[src/rtl/core/tga_truecolor_rle_decoder_core_defines.svh]
// Assertion macros for the TGA decoder core
`ifndef TGA_TRUECOLOR_RLE_DECODER_CORE_DEFINES_SVH
`define TGA_TRUECOLOR_RLE_DECODER_CORE_DEFINES_SVH
// implication checked on every clock outside reset
`define TGA_ASSERT_IMP(label, clk, rst, ante, cons, msg) \
   label: assert property (@(posedge clk) disable iff (rst) (ante) |-> (cons)) else $error(msg);
// next-cycle implication checked outside reset
`define TGA_ASSERT_NXT(label, clk, rst, ante, cons, msg) \
   label: assert property (@(posedge clk) disable iff (rst) (ante) |=> (cons)) else $error(msg);
`endif

[src/rtl/core/tga_pkg.sv]
//------------------------------------------------------------------------------
// tga_pkg
// Shared types and constants of the TGA decoder core.
//------------------------------------------------------------------------------
`timescale 1ns / 1ps
package tga_pkg;
   localparam logic [2:0] PH_HEADER = 3'd0;
   localparam logic [2:0] PH_ID     = 3'd1;
   localparam logic [2:0] PH_PIXELS = 3'd2;
   localparam logic [2:0] PH_DONE   = 3'd3;
   localparam logic [2:0] PH_ERROR  = 3'd4;

   localparam logic [1:0] ST_OK        = 2'd0;
   localparam logic [1:0] ST_BAD_TYPE  = 2'd1;
   localparam logic [1:0] ST_BAD_DEPTH = 2'd2;

   localparam logic [1:0] CMD_PIXEL = 2'd0;
   localparam logic [1:0] CMD_RUN   = 2'd1;
   localparam logic [1:0] CMD_STAT  = 2'd2;
   localparam logic [1:0] CMD_NONE  = 2'd3;

   localparam int QueueDepth = 4;
   localparam int QueueAw    = $clog2(QueueDepth);

   typedef struct packed {
      logic [1:0]  cmd;
      logic [31:0] pixel;
      logic [7:0]  run_len;
      logic [31:0] index;
      logic [1:0]  status;
      logic        done;
      logic [15:0] width;
      logic [15:0] height;
      logic        last;
   } cmd_type;

   typedef struct packed {
      logic [31:0] pixel_a;
      logic [31:0] pixel_b;
      logic [1:0]  pixel_count;
      logic [31:0] pixel_index;
      logic [1:0]  status;
      logic        image_done;
      logic [15:0] image_width;
      logic [15:0] image_height;
      logic        last;
   } rsp_type;
endpackage

[src/rtl/core/tga_front.sv]
//------------------------------------------------------------------------------
// tga_front
// Parses header, id and pixel bytes; issues one command per finished event.
//------------------------------------------------------------------------------
`timescale 1ns / 1ps
module tga_front (
   input  logic              clock,
   input  logic              reset,
   input  logic              req_valid,
   output logic              req_ready,
   input  logic [7:0]        req_data_byte,
   input  logic              req_start_of_file,
   output logic              cmd_valid,
   input  logic              cmd_ready,
   output tga_pkg::cmd_type  cmd
);
   logic [2:0]  phase_ff, phase_in;
   logic [4:0]  hcnt_ff, hcnt_in;
   logic [7:0]  idl_ff, idl_in;
   logic        coded_ff, coded_in, tok_ff, tok_in;
   logic [2:0]  bpp_ff, bpp_in;
   logic [15:0] w_ff, w_in, h_ff, h_in, col_ff, col_in;
   logic [31:0] asm_ff, asm_in, pw_ff, pw_in, rb_ff, rb_in;
   logic [1:0]  bip_ff, bip_in;
   logic [7:0]  pl_ff, pl_in;
   logic        run_ff, run_in;
   // total pixel count, refreshed on every header byte
   logic [31:0] tot_ff, tot_in;
   logic [31:0] rem;
   logic [7:0]  take;
   logic        fire;
   logic        sof;

   assign req_ready = cmd_ready;
   assign fire = req_valid && req_ready;
   assign cmd_valid = fire && cmd.cmd != tga_pkg::CMD_NONE;

   always_comb begin
      logic [2:0]  ph;
      logic [4:0]  hc;
      logic [7:0]  il;
      logic        cd, to;
      logic [2:0]  bp;
      logic [15:0] w, h;
      logic [1:0]  bi;
      logic [31:0] npw;
      logic [31:0] tot;
      logic        stp;
      ph = phase_ff; hc = hcnt_ff; il = idl_ff; cd = coded_ff; to = tok_ff;
      bp = bpp_ff; w = w_ff; h = h_ff;
      asm_in = asm_ff; bi = bip_ff; pl_in = pl_ff; run_in = run_ff; pw_in = pw_ff;
      col_in = col_ff; rb_in = rb_ff;
      stp = 1'b0;
      npw = pw_ff;
      rem = '0;
      take = '0;
      cmd = '0;
      cmd.cmd = tga_pkg::CMD_NONE;
      cmd.last = 1'b1;
      sof = req_start_of_file;
      if (sof) begin
         ph = tga_pkg::PH_HEADER; hc = '0; il = '0; cd = 1'b0; to = 1'b0; bp = '0;
         w = '0; h = '0; asm_in = '0; bi = '0; pl_in = '0; run_in = 1'b0;
         pw_in = '0; col_in = '0; rb_in = '0;
      end
      tot = sof ? 32'd0 : tot_ff;
      tot_in = tot;
      unique case (ph)
         tga_pkg::PH_HEADER: begin
            tot_in = {16'd0, w_ff} * {16'd0, h_ff};
            unique case (hc)
               5'd0:  il = req_data_byte;
               5'd2: begin
                  cd = req_data_byte == 8'd10;
                  to = req_data_byte == 8'd2 || req_data_byte == 8'd10;
               end
               5'd12: w[7:0] = req_data_byte;
               5'd13: w[15:8] = req_data_byte;
               5'd14: h[7:0] = req_data_byte;
               5'd15: h[15:8] = req_data_byte;
               5'd16: bp = (req_data_byte == 8'd24) ? 3'd3 :
                           (req_data_byte == 8'd32) ? 3'd4 : 3'd0;
               default: ;
            endcase
            hc = hc + 5'd1;
            if (hc >= 5'd18) begin
               hc = '0;
               if (!to) begin
                  ph = tga_pkg::PH_ERROR;
                  cmd.cmd = tga_pkg::CMD_STAT; cmd.status = tga_pkg::ST_BAD_TYPE;
               end else if (bp == 3'd0) begin
                  ph = tga_pkg::PH_ERROR;
                  cmd.cmd = tga_pkg::CMD_STAT; cmd.status = tga_pkg::ST_BAD_DEPTH;
               end else if (il != 8'd0) begin
                  ph = tga_pkg::PH_ID;
               end else begin
                  stp = 1'b1;
               end
            end
         end
         tga_pkg::PH_ID: begin
            if (il != 8'd0) il = il - 8'd1;
            if (il == 8'd0) stp = 1'b1;
         end
         tga_pkg::PH_PIXELS: begin
            if (cd && pl_ff == 8'd0) begin
               run_in = req_data_byte[7];
               pl_in = {1'b0, req_data_byte[6:0]} + 8'd1;
            end else begin
               asm_in = asm_ff | ({24'd0, req_data_byte} << {bi, 3'b000});
               bi = bi + 2'd1;
               if ({1'b0, bi} == bp || (bi == 2'd0 && bp == 3'd4)) begin
                  bi = '0;
                  cmd.pixel = {(bp == 3'd3) ? 8'hff : asm_in[31:24], asm_in[7:0],
                               asm_in[15:8], asm_in[23:16]};
                  asm_in = '0;
                  if (!cd) begin
                     cmd.cmd = tga_pkg::CMD_PIXEL;
                     cmd.index = rb_ff + {16'd0, col_ff};
                     npw = pw_ff + 32'd1;
                     col_in = col_ff + 16'd1;
                     if (col_in >= w) begin
                        col_in = '0;
                        rb_in = rb_ff - {16'd0, w};
                     end
                  end else if (run_ff) begin
                     cmd.cmd = tga_pkg::CMD_RUN;
                     cmd.index = pw_ff;
                     rem = tot - pw_ff;
                     take = ({24'd0, pl_ff} < rem) ? pl_ff : rem[7:0];
                     cmd.run_len = take;
                     npw = pw_ff + {24'd0, take};
                     pl_in = '0;
                  end else begin
                     cmd.cmd = tga_pkg::CMD_PIXEL;
                     cmd.index = pw_ff;
                     npw = pw_ff + 32'd1;
                     pl_in = pl_ff - 8'd1;
                  end
                  pw_in = npw;
                  cmd.done = npw == tot;
                  if (npw >= tot) ph = tga_pkg::PH_DONE;
               end
            end
         end
         default: ;
      endcase
      if (stp) begin
         asm_in = '0; bi = '0; pl_in = '0; run_in = 1'b0; pw_in = '0; col_in = '0;
         if (tot == 32'd0) begin
            ph = tga_pkg::PH_DONE;
            cmd.cmd = tga_pkg::CMD_STAT; cmd.status = tga_pkg::ST_OK; cmd.done = 1'b1;
         end else begin
            rb_in = tot - {16'd0, w};
            ph = tga_pkg::PH_PIXELS;
         end
      end
      cmd.width = w;
      cmd.height = h;
      phase_in = ph; hcnt_in = hc; idl_in = il; coded_in = cd; tok_in = to;
      bpp_in = bp; w_in = w; h_in = h; bip_in = bi;
   end

   always_ff @(posedge clock) begin
      if (reset) begin
         phase_ff <= tga_pkg::PH_HEADER;
         hcnt_ff <= '0; idl_ff <= '0; coded_ff <= 1'b0; tok_ff <= 1'b0; bpp_ff <= '0;
         w_ff <= '0; h_ff <= '0; asm_ff <= '0; bip_ff <= '0; pl_ff <= '0;
         run_ff <= 1'b0; pw_ff <= '0; col_ff <= '0; rb_ff <= '0; tot_ff <= '0;
      end else begin
         if (fire) begin
            phase_ff <= phase_in; hcnt_ff <= hcnt_in; idl_ff <= idl_in;
            coded_ff <= coded_in; tok_ff <= tok_in; bpp_ff <= bpp_in;
            w_ff <= w_in; h_ff <= h_in; asm_ff <= asm_in; bip_ff <= bip_in;
            pl_ff <= pl_in; run_ff <= run_in; pw_ff <= pw_in; col_ff <= col_in;
            rb_ff <= rb_in; tot_ff <= tot_in;
         end
      end
   end
endmodule

[src/rtl/core/tga_back.sv]
//------------------------------------------------------------------------------
// tga_back
// Queues commands and expands them into results, up to two pixels each.
//------------------------------------------------------------------------------
`timescale 1ns / 1ps
`include "tga_truecolor_rle_decoder_core_defines.svh"
module tga_back (
   input  logic              clock,
   input  logic              reset,
   input  logic              cmd_valid,
   output logic              cmd_ready,
   input  tga_pkg::cmd_type  cmd,
   output logic              rsp_valid,
   input  logic              rsp_ready,
   output tga_pkg::rsp_type  rsp
);
   tga_pkg::cmd_type q_ff [tga_pkg::QueueDepth];
   logic [tga_pkg::QueueAw-1:0] wp_ff, rp_ff;
   logic [tga_pkg::QueueAw:0]   cnt_ff;
   logic [7:0]  left_ff, left_in;
   logic [31:0] idx_ff, idx_in;
   logic        busy_ff;
   tga_pkg::cmd_type head;
   logic [7:0]  rl;
   logic [31:0] ix;
   logic        pop, push, emit, fin;

   assign head = q_ff[rp_ff];
   assign cmd_ready = cnt_ff < (tga_pkg::QueueAw + 1)'(tga_pkg::QueueDepth - 1);
   assign push = cmd_valid;
   assign rl = busy_ff ? left_ff : head.run_len;
   assign ix = busy_ff ? idx_ff : head.index;
   assign rsp_valid = cnt_ff != '0;
   assign emit = rsp_valid && rsp_ready;
   assign fin = head.cmd != tga_pkg::CMD_RUN || rl <= 8'd2;
   assign pop = emit && fin;

   always_comb begin
      rsp.pixel_a = '0; rsp.pixel_b = '0; rsp.pixel_count = '0; rsp.pixel_index = '0;
      rsp.status = head.status;
      rsp.image_width = head.width;
      rsp.image_height = head.height;
      rsp.last = fin;
      rsp.image_done = head.done && fin;
      left_in = rl - 8'd2;
      idx_in = ix + 32'd2;
      unique case (head.cmd)
         tga_pkg::CMD_PIXEL: begin
            rsp.pixel_a = head.pixel; rsp.pixel_count = 2'd1; rsp.pixel_index = ix;
         end
         tga_pkg::CMD_RUN: begin
            rsp.pixel_a = head.pixel; rsp.pixel_index = ix;
            rsp.pixel_count = (rl >= 8'd2) ? 2'd2 : 2'd1;
            rsp.pixel_b = (rl >= 8'd2) ? head.pixel : 32'd0;
         end
         default: ;
      endcase
   end

   always_ff @(posedge clock) begin
      if (push) q_ff[wp_ff] <= cmd;
      if (emit) begin
         left_ff <= left_in;
         idx_ff <= idx_in;
      end
   end

   always_ff @(posedge clock) begin
      if (reset) begin
         wp_ff <= '0; rp_ff <= '0; cnt_ff <= '0; busy_ff <= 1'b0;
      end else begin
         if (push) wp_ff <= wp_ff + 1'b1;
         if (pop) rp_ff <= rp_ff + 1'b1;
         cnt_ff <= cnt_ff + {{tga_pkg::QueueAw{1'b0}}, push} -
                   {{tga_pkg::QueueAw{1'b0}}, pop};
         if (emit) busy_ff <= !fin;
      end
   end

   `TGA_ASSERT_IMP(a_no_overflow, clock, reset, push, cnt_ff < (tga_pkg::QueueAw + 1)'(tga_pkg::QueueDepth), "queue overflow")
   `TGA_ASSERT_IMP(a_busy_run, clock, reset, busy_ff && rsp_valid, head.cmd == tga_pkg::CMD_RUN, "busy on non-run")
   `TGA_ASSERT_NXT(a_pop_count, clock, reset, pop && !push, cnt_ff == $past(cnt_ff) - 1'b1, "pop count")
endmodule

[src/rtl/core/tga_truecolor_rle_decoder_core.sv]
//------------------------------------------------------------------------------
// tga_truecolor_rle_decoder_core
// TGA truecolor decoder: raw and run-length images to RGBA results.
//------------------------------------------------------------------------------
// channel | ports | direction
// request | req_valid req_ready req_data_byte req_start_of_file | in
// result  | rsp_valid rsp_ready rsp_pixel_a .. rsp_last | out
// One request byte per cycle while the command queue has room.
// A run packet's pixel expands into ceil(n/2) results, one per cycle while rsp_ready is high.
// Requests stall when the four-entry command queue is nearly full.
// Synchronous reset returns the parser to header phase and empties the queue.
//------------------------------------------------------------------------------
`timescale 1ns / 1ps
module tga_truecolor_rle_decoder_core (
   input  logic        clock,
   input  logic        reset,
   input  logic        req_valid,
   output logic        req_ready,
   input  logic [7:0]  req_data_byte,
   input  logic        req_start_of_file,
   output logic        rsp_valid,
   input  logic        rsp_ready,
   output logic [31:0] rsp_pixel_a,
   output logic [31:0] rsp_pixel_b,
   output logic [1:0]  rsp_pixel_count,
   output logic [31:0] rsp_pixel_index,
   output logic [1:0]  rsp_status,
   output logic        rsp_image_done,
   output logic [15:0] rsp_image_width,
   output logic [15:0] rsp_image_height,
   output logic        rsp_last
);
   tga_pkg::cmd_type cmd;
   tga_pkg::rsp_type rsp;
   logic cmd_valid, cmd_ready;

   tga_front u_front (
      .clock(clock), .reset(reset), .req_valid(req_valid), .req_ready(req_ready),
      .req_data_byte(req_data_byte), .req_start_of_file(req_start_of_file),
      .cmd_valid(cmd_valid), .cmd_ready(cmd_ready), .cmd(cmd)
   );

   tga_back u_back (
      .clock(clock), .reset(reset), .cmd_valid(cmd_valid), .cmd_ready(cmd_ready),
      .cmd(cmd), .rsp_valid(rsp_valid), .rsp_ready(rsp_ready), .rsp(rsp)
   );

   assign rsp_pixel_a = rsp.pixel_a;
   assign rsp_pixel_b = rsp.pixel_b;
   assign rsp_pixel_count = rsp.pixel_count;
   assign rsp_pixel_index = rsp.pixel_index;
   assign rsp_status = rsp.status;
   assign rsp_image_done = rsp.image_done;
   assign rsp_image_width = rsp.image_width;
   assign rsp_image_height = rsp.image_height;
   assign rsp_last = rsp.last;
endmodule
[config.mk]
export PLATFORM = sky130hd
export DESIGN_NAME = tga_truecolor_rle_decoder_core
export DESIGN_NICKNAME = d
export VERILOG_FILES = /design/src/rtl/core/tga_pkg.sv /design/src/rtl/core/tga_front.sv /design/src/rtl/core/tga_back.sv /design/src/rtl/core/tga_truecolor_rle_decoder_core.sv
export VERILOG_INCLUDE_DIRS = /design/src /design/src/rtl/core
export SDC_FILE = /design/constraint.sdc
export NUM_CORES = 2
export LEC_CHECK = 0
export BUFFER_PORTS_ARGS = -buffer_cell sky130_fd_sc_hd__clkbuf_2
export CAP_MARGIN = 10
export CELL_PAD_IN_SITES_DETAIL_PLACEMENT = 1
export CELL_PAD_IN_SITES_GLOBAL_PLACEMENT = 2
export CORE_UTILIZATION = 45
export CTS_CLUSTER_DIAMETER = 50
export DETAILED_ROUTE_END_ITERATION = 12
export GPL_TIMING_DRIVEN = 0
export PLACE_DENSITY_LB_ADDON = 0.08
export SKIP_LAST_GASP = 1
export SLEW_MARGIN = 20
export SYNTH_ARGS = -nofsm -noshare
export SYNTH_HDL_FRONTEND = slang
export SYNTH_SLANG_ARGS = --single-unit
[constraint.sdc]
create_clock -name clock -period 38.2 [get_ports clock]
set_clock_uncertainty 0.2 [all_clocks]
set_input_delay 9.55 -clock clock [delete_from_list [all_inputs] [get_ports clock]]
set_output_delay 9.55 -clock clock [all_outputs]
set_load 0.02 [all_outputs]
## Word level (Yosys, flattened, before mapping)

Memory sizes are Yosys's and may differ from the RTL's. A register that Yosys moved wholly into a read port is not among the register bits.
Index checks and enable logic that the tools add are counted.

- Multipliers: 1
- Bitwise operators: 1
- Reductions and logical operators: 23
- Muxes and demuxes: 131
- Magnitude comparators: 7
- $add $sub $neg: 18
- Equality and inequality tests: 19
- Shifts and indexed selects: 1

Operators with widths:

| cell | number |
|---|---|
| $mux W32 | 30 |
| $mux W16 | 11 |
| $mux W8 | 21 |
| $mux W74 | 2 |
| $mux W72 | 1 |
| $pmux W34 S2 | 1 |
| $sub A32 B16 Y32 | 2 |
| $mux W3 | 17 |
| $mux W2 | 17 |
| $add A32 B1 Y32 const B | 1 |
| $add A32 B16 Y32 | 1 |
| $add A32 B2 Y32 const B | 1 |
| $add A32 B8 Y32 | 1 |
| $eq A32 B32 Y1 | 1 |
| $ge A32 B32 Y1 | 1 |
| $logic_not A32 Y1 | 1 |
| $lt A8 B32 Y1 | 1 |
| $mul A16 B16 Y32 | 1 |
| $or A32 B32 Y32 | 1 |
| $shl A8 B5 Y32 | 1 |
| $sub A32 B32 Y32 | 1 |
| $mux W1 | 24 |
| $eq A5 B4 Y1 const B | 4 |
| $add A16 B1 Y16 const B | 1 |
| other kinds (40) | 58 |

- Word-level logic and storage cells: 224
- Output and inout port bits: 136
- Flip-flop bits (word level): 256
- RAM bits: 436
- Input bits: 13
- Memories kept: 1

Memory list:

| name | words | width | rd ports | clocked after Yosys merged registers in | wr ports | line | RTL |
|---|---|---|---|---|---|---|---|
| u_back.q_ff | 4 | 109 | 1 | 1 | 1 | tga_back.sv:17 | `tga_pkg::cmd_type q_ff [tga_pkg::QueueDepth];` |

## Depth between registers and ports, before layout

- Depth in word-level cells: 16
- Mapped depth: 51
- Gate-level depth less buffers: 42

## By module

A second synthesis with hierarchy kept.

- Cell total of the unflattened synthesis: 4913
- Area, all modules: 48073.6 um2

Modules (own cells, without submodules):

| module | times used | cells each | area an instance (um2) | seq. area each (um2) |
|---|---|---|---|---|
| tga_front | 1 | 3920 | 28631.2 | 4164.0 |
| tga_back | 1 | 993 | 19442.4 | 14493.9 |

## Least setup slack after synthesis

OpenSTA, ideal clock, no wires.

- Path type: input to register
- Start: in req_start_of_file
- End: mem u_back.q_ff[0][32] in the netlist's numbering (data pin)
- Data required time: 37.781 ns
- Buffers on the path: 9
- Setup time: 0.219 ns
- Setup slack: 19.338 ns
- Stages on the path: 47
- Data arrival time: 18.443 ns
- Path through: buf_6 > buf_6 > inv_2 > buf_6 > buf_2 > buf_2 > buf_1 > clkbuf_1 > buf_1 > nand2_1 > ha_1 > nand2b_1 > maj3_1 > o211ai_1 > a31oi_4 > xnor2_1 > inv_1 > ha_1 > (+11 left out) > ha_1 > a21o_1 > a21oi_1 > o21ai_0 > a21o_1 > a21o_1 > a21oi_1 > or3_1 > nor3_1 > nand4_1 > xnor2_1 > ha_1 > nand4_1 > nor2_1 > nand2_1 > nor4_1 > nand2_1 > o31ai_1

RTL lines:

| what | line | RTL |
|---|---|---|
| start: declaration | tga_truecolor_rle_decoder_core.sv:20 | `input logic req_start_of_file,` |
| end: declaration | tga_back.sv:17 |  |

==> results.sh <==
export IMPL_hold_violations=0
export IMPL_ys_types=114
export IMPL_rsz0062_at_grt="false"
export IMPL_grt_pass1_vias=39500
export IMPL_stdcell_area_sq_mm=0.0533
export IMPL_wirelength_mm=189
export IMPL_critical_path_class="in -> reg"
export IMPL_io_pins=149
export IMPL_worst_r2r_path_depth=39
export IMPL_hold_path_class="reg -> reg"
export IMPL_worst_path_buf_inv=12
export IMPL_viasPerCell=6.10
export IMPL_cts_buffers=91
export IMPL_cts_resized=0
export IMPL_cp_top_family="buffers and inverters"
export IMPL_place_congestion=1.01
export IMPL_cp_data_required_time_ns=38.38
export IMPL_grt_max_degree=46
export IMPL_cts_setup_buffers=0
export IMPL_tritoncts="done"
export IMPL_ir_drop_v=0.0000474
export IMPL_vias=39400
export IMPL_antenna_found_initial=9
export IMPL_final_common_cell="nand2_1"
export IMPL_setup_viol=0
export IMPL_fill_cells=11600
export IMPL_max_freq_mhz=40.0
export IMPL_r2r_slack_ns=26.40
export IMPL_die_area_sq_mm=0.107
export IMPL_drive_gt1_frac=0.116
export IMPL_root_buffer="clkbuf_16"
export IMPL_ant_nets=0
export IMPL_ys_seq_elements=694
export IMPL_r2r_end="u_back.q_ff[1][32]"
export IMPL_synthArstFlopShare=0
export IMPL_synthCells=4747
export IMPL_placementRows=118
export IMPL_synthFlopType="edfxtp_1"
export IMPL_track_usage=0.354
export IMPL_synth_warnings=0
export IMPL_cp_depth=48
export IMPL_fin_tns_setup_ns=0
export IMPL_portBuffers=145
export IMPL_setup_worst_path_start_class="input port"
export IMPL_period_share=0.655
export IMPL_powerDensity_mw_per_mm2=50.3
export IMPL_critical_path_endpoint="u_back.q_ff[1][32]"
export IMPL_critical_path_max_fanout=10
export IMPL_crit_start="req_start_of_file"
export IMPL_clock_sinks=694
export IMPL_grt_remaining_overflow=0
export IMPL_drt_iter0_markers=3474
export IMPL_start_util=0.456
export IMPL_grt_pass1_wl_mm=275
export IMPL_most_common_layout_cells="524 x nand2_1, 476 x edfxtp_1, 470 x nor2_1"
export IMPL_cp_end_kind="flop"
export IMPL_die_h_um=326
export IMPL_synth_edf_count=476
export IMPL_coreArea_sq_mm=0.104
export IMPL_post_dp_cell_area_sq_mm=0.0501
export IMPL_synth_seq_area_share=0.394
export IMPL_drt_wirelength_per_cell_um=29.3
export IMPL_drc_errors=0
export IMPL_leakagePower_nw=20.7
export IMPL_run_status="finished, final reports clean"
export IMPL_postCtsHoldBufs=0
export IMPL_syn_area_sq_mm=0.0474
export IMPL_slowest_stage="clkbuf_1"
export IMPL_syn_to_final_growth_pct=12.6
export IMPL_drv_cap=0
export IMPL_fin_crit_ns=25.01
export IMPL_htree_num_levels=3
export IMPL_clk_latency_ns=0.70
export IMPL_nNetsFinal=5438
export IMPL_crit_arrival_ns=25.19
export IMPL_tightest_slew_ns=1.37
export IMPL_syn_avg_cell_area_sq_um=9.98
export IMPL_die_x_um=326
export IMPL_syn_nets=5188
export IMPL_critPathMaxStageDelay_ns=1.00
export IMPL_maxSlewHeadroom=0.0847
export IMPL_dr_pass1_iters=6
export IMPL_rr_startpoint="u_front.tot_ff[1]"
export IMPL_slew_viol_final=0
export IMPL_clock_path_buffers=3
export IMPL_path_clk_slew_ns=0.06
export IMPL_hpwl_mm=147
cell usage after synthesis (40+ instances only):
| master | count | share of area |
|---|---|---|
| clkbuf_1 | 211 | 0.017 |
| and3_1 | 40 | 0.0053 |
| nand2_1 | 524 | 0.042 |
| nor3_1 | 90 | 0.0095 |
| a21o_1 | 62 | 0.0098 |
| a21oi_1 | 274 | 0.029 |
| a22oi_1 | 74 | 0.012 |
| and2_1 | 115 | 0.015 |
| nor2_1 | 471 | 0.037 |
| fa_1 | 198 | 0.084 |
| o21ai_0 | 129 | 0.014 |
| xnor2_1 | 174 | 0.032 |
| mux2i_1 | 58 | 0.012 |
| nand3_1 | 79 | 0.0083 |
| inv_1 | 336 | 0.027 |
| nor2b_1 | 113 | 0.015 |
| nand2b_1 | 50 | 0.0066 |
| ha_1 | 230 | 0.061 |
| xor2_1 | 77 | 0.014 |
| a211oi_1 | 46 | 0.0073 |
| mux4_2 | 109 | 0.052 |
| dfxtp_1 | 218 | 0.092 |
| edfxtp_1 | 476 | 0.30 |
final cells by class:
class / count / area (sq um) / area share
multi-input combinational: 3422 / 26200 / 0.492
sequential: 694 / 18700 / 0.350
clock buffer: 115 / 2470 / 0.0463
tap: 1380 / 1730 / 0.0324
inverter: 341 / 1280 / 0.0240
buffer: 290 / 1240 / 0.0232
timing repair buffer: 157 / 975 / 0.0183
clock inverter: 56 / 704 / 0.0132
antenna: 1 / 2.50 / 0.0000470
flip-flops by register name, indices dropped and copies added (netlist names), 3 cells and up, named ones only:
register and count:
u_front.phase_ff 3, u_front.pl_ff 8, u_front.tot_ff 32, u_front.pw_ff 32, u_front.bpp_ff 3, u_front.hcnt_ff 5
u_front.idl_ff 8, u_back.left_ff 8, u_front.col_ff 16, u_front.rb_ff 32, u_front.h_ff 16, u_back.idx_ff 32
u_front.w_ff 16, u_back.cnt_ff 3, u_back.q_ff 436, u_front.asm_ff 32
worst min path at each step:
stage | startpoint | end | slack (ns) | cells after the start
after floorplan | u_front.tot_ff[26] | u_front.tot_ff[26] | 0.24 | 2
after global placement | u_front.hcnt_ff[1] | u_front.hcnt_ff[1] | 0.27 | 2
after detailed placement | u_front.hcnt_ff[1] | u_front.hcnt_ff[1] | 0.28 | 2
after CTS | u_front.hcnt_ff[1] | u_front.hcnt_ff[1] | 0.29 | 2
after global routing | u_front.hcnt_ff[1] | u_front.hcnt_ff[1] | 0.32 | 2
final | u_front.hcnt_ff[1] | u_front.hcnt_ff[1] | 0.29 | 2
worst reg2reg max path, delay by kind of cell (launching register included):
family | cells | cell delay [ns]
AOI/OAI and AO/OA | 13 | 3.55
xor gates and xnor gates | 3 | 0.66
adders and majority gates | 4 | 1.10
buffers and inverters | 3 | 0.73
DFF | 1 | 0.59
muxes | 1 | 0.17
and+or+nand+nor | 15 | 4.49
per-stage QoR:
| stage | hold WS, ns | setup slack [ns] | cells | power (mW) | util |
|---|---|---|---|---|---|
| 5_1_grt | 0.319 | 13.29 | 6455 | 2.77 | 0.513 |
| 2_1_floorplan | 0.241 | 19.34 | 4747 | 1.47 | - |
| 3_5_place_dp | 0.283 | 13.20 | 6282 | 1.79 | 0.482 |
| 6_report | 0.288 | 13.19 | 6456 | 2.68 | 0.513 |
| 3_3_place_gp | 0.270 | 12.86 | 6272 | 1.77 | 0.479 |
| 4_1_cts | 0.290 | 13.69 | 6453 | 2.68 | 0.513 |
power by group:
part | switching (mW) | total, mW | internal (mW)
sequential | 0.0269 | 0.874 | 0.847
clock | 0.362 | 0.890 | 0.528
combinational | 0.605 | 0.914 | 0.308
kinds of logic after synthesis:
kind of cell	after synthesis	synth area share
and+or+nand+nor	1650	0.165
AOI/OAI and AO/OA	901	0.127
xor gates and xnor gates	252	0.0468
adders and majority gates	442	0.147
buffers and inverters	631	0.0530
DFF	694	0.394
muxes	177	0.0666
metal layers:
metal,track usage,routed length [um],vias up
li1,-,-,17300
met1,0.466,78600,20100
met2,0.578,88700,1565
met3,0.0560,13100,404
met4,0.151,8820,8
met5,0,55,-
(Power assumes the default switching activity.)
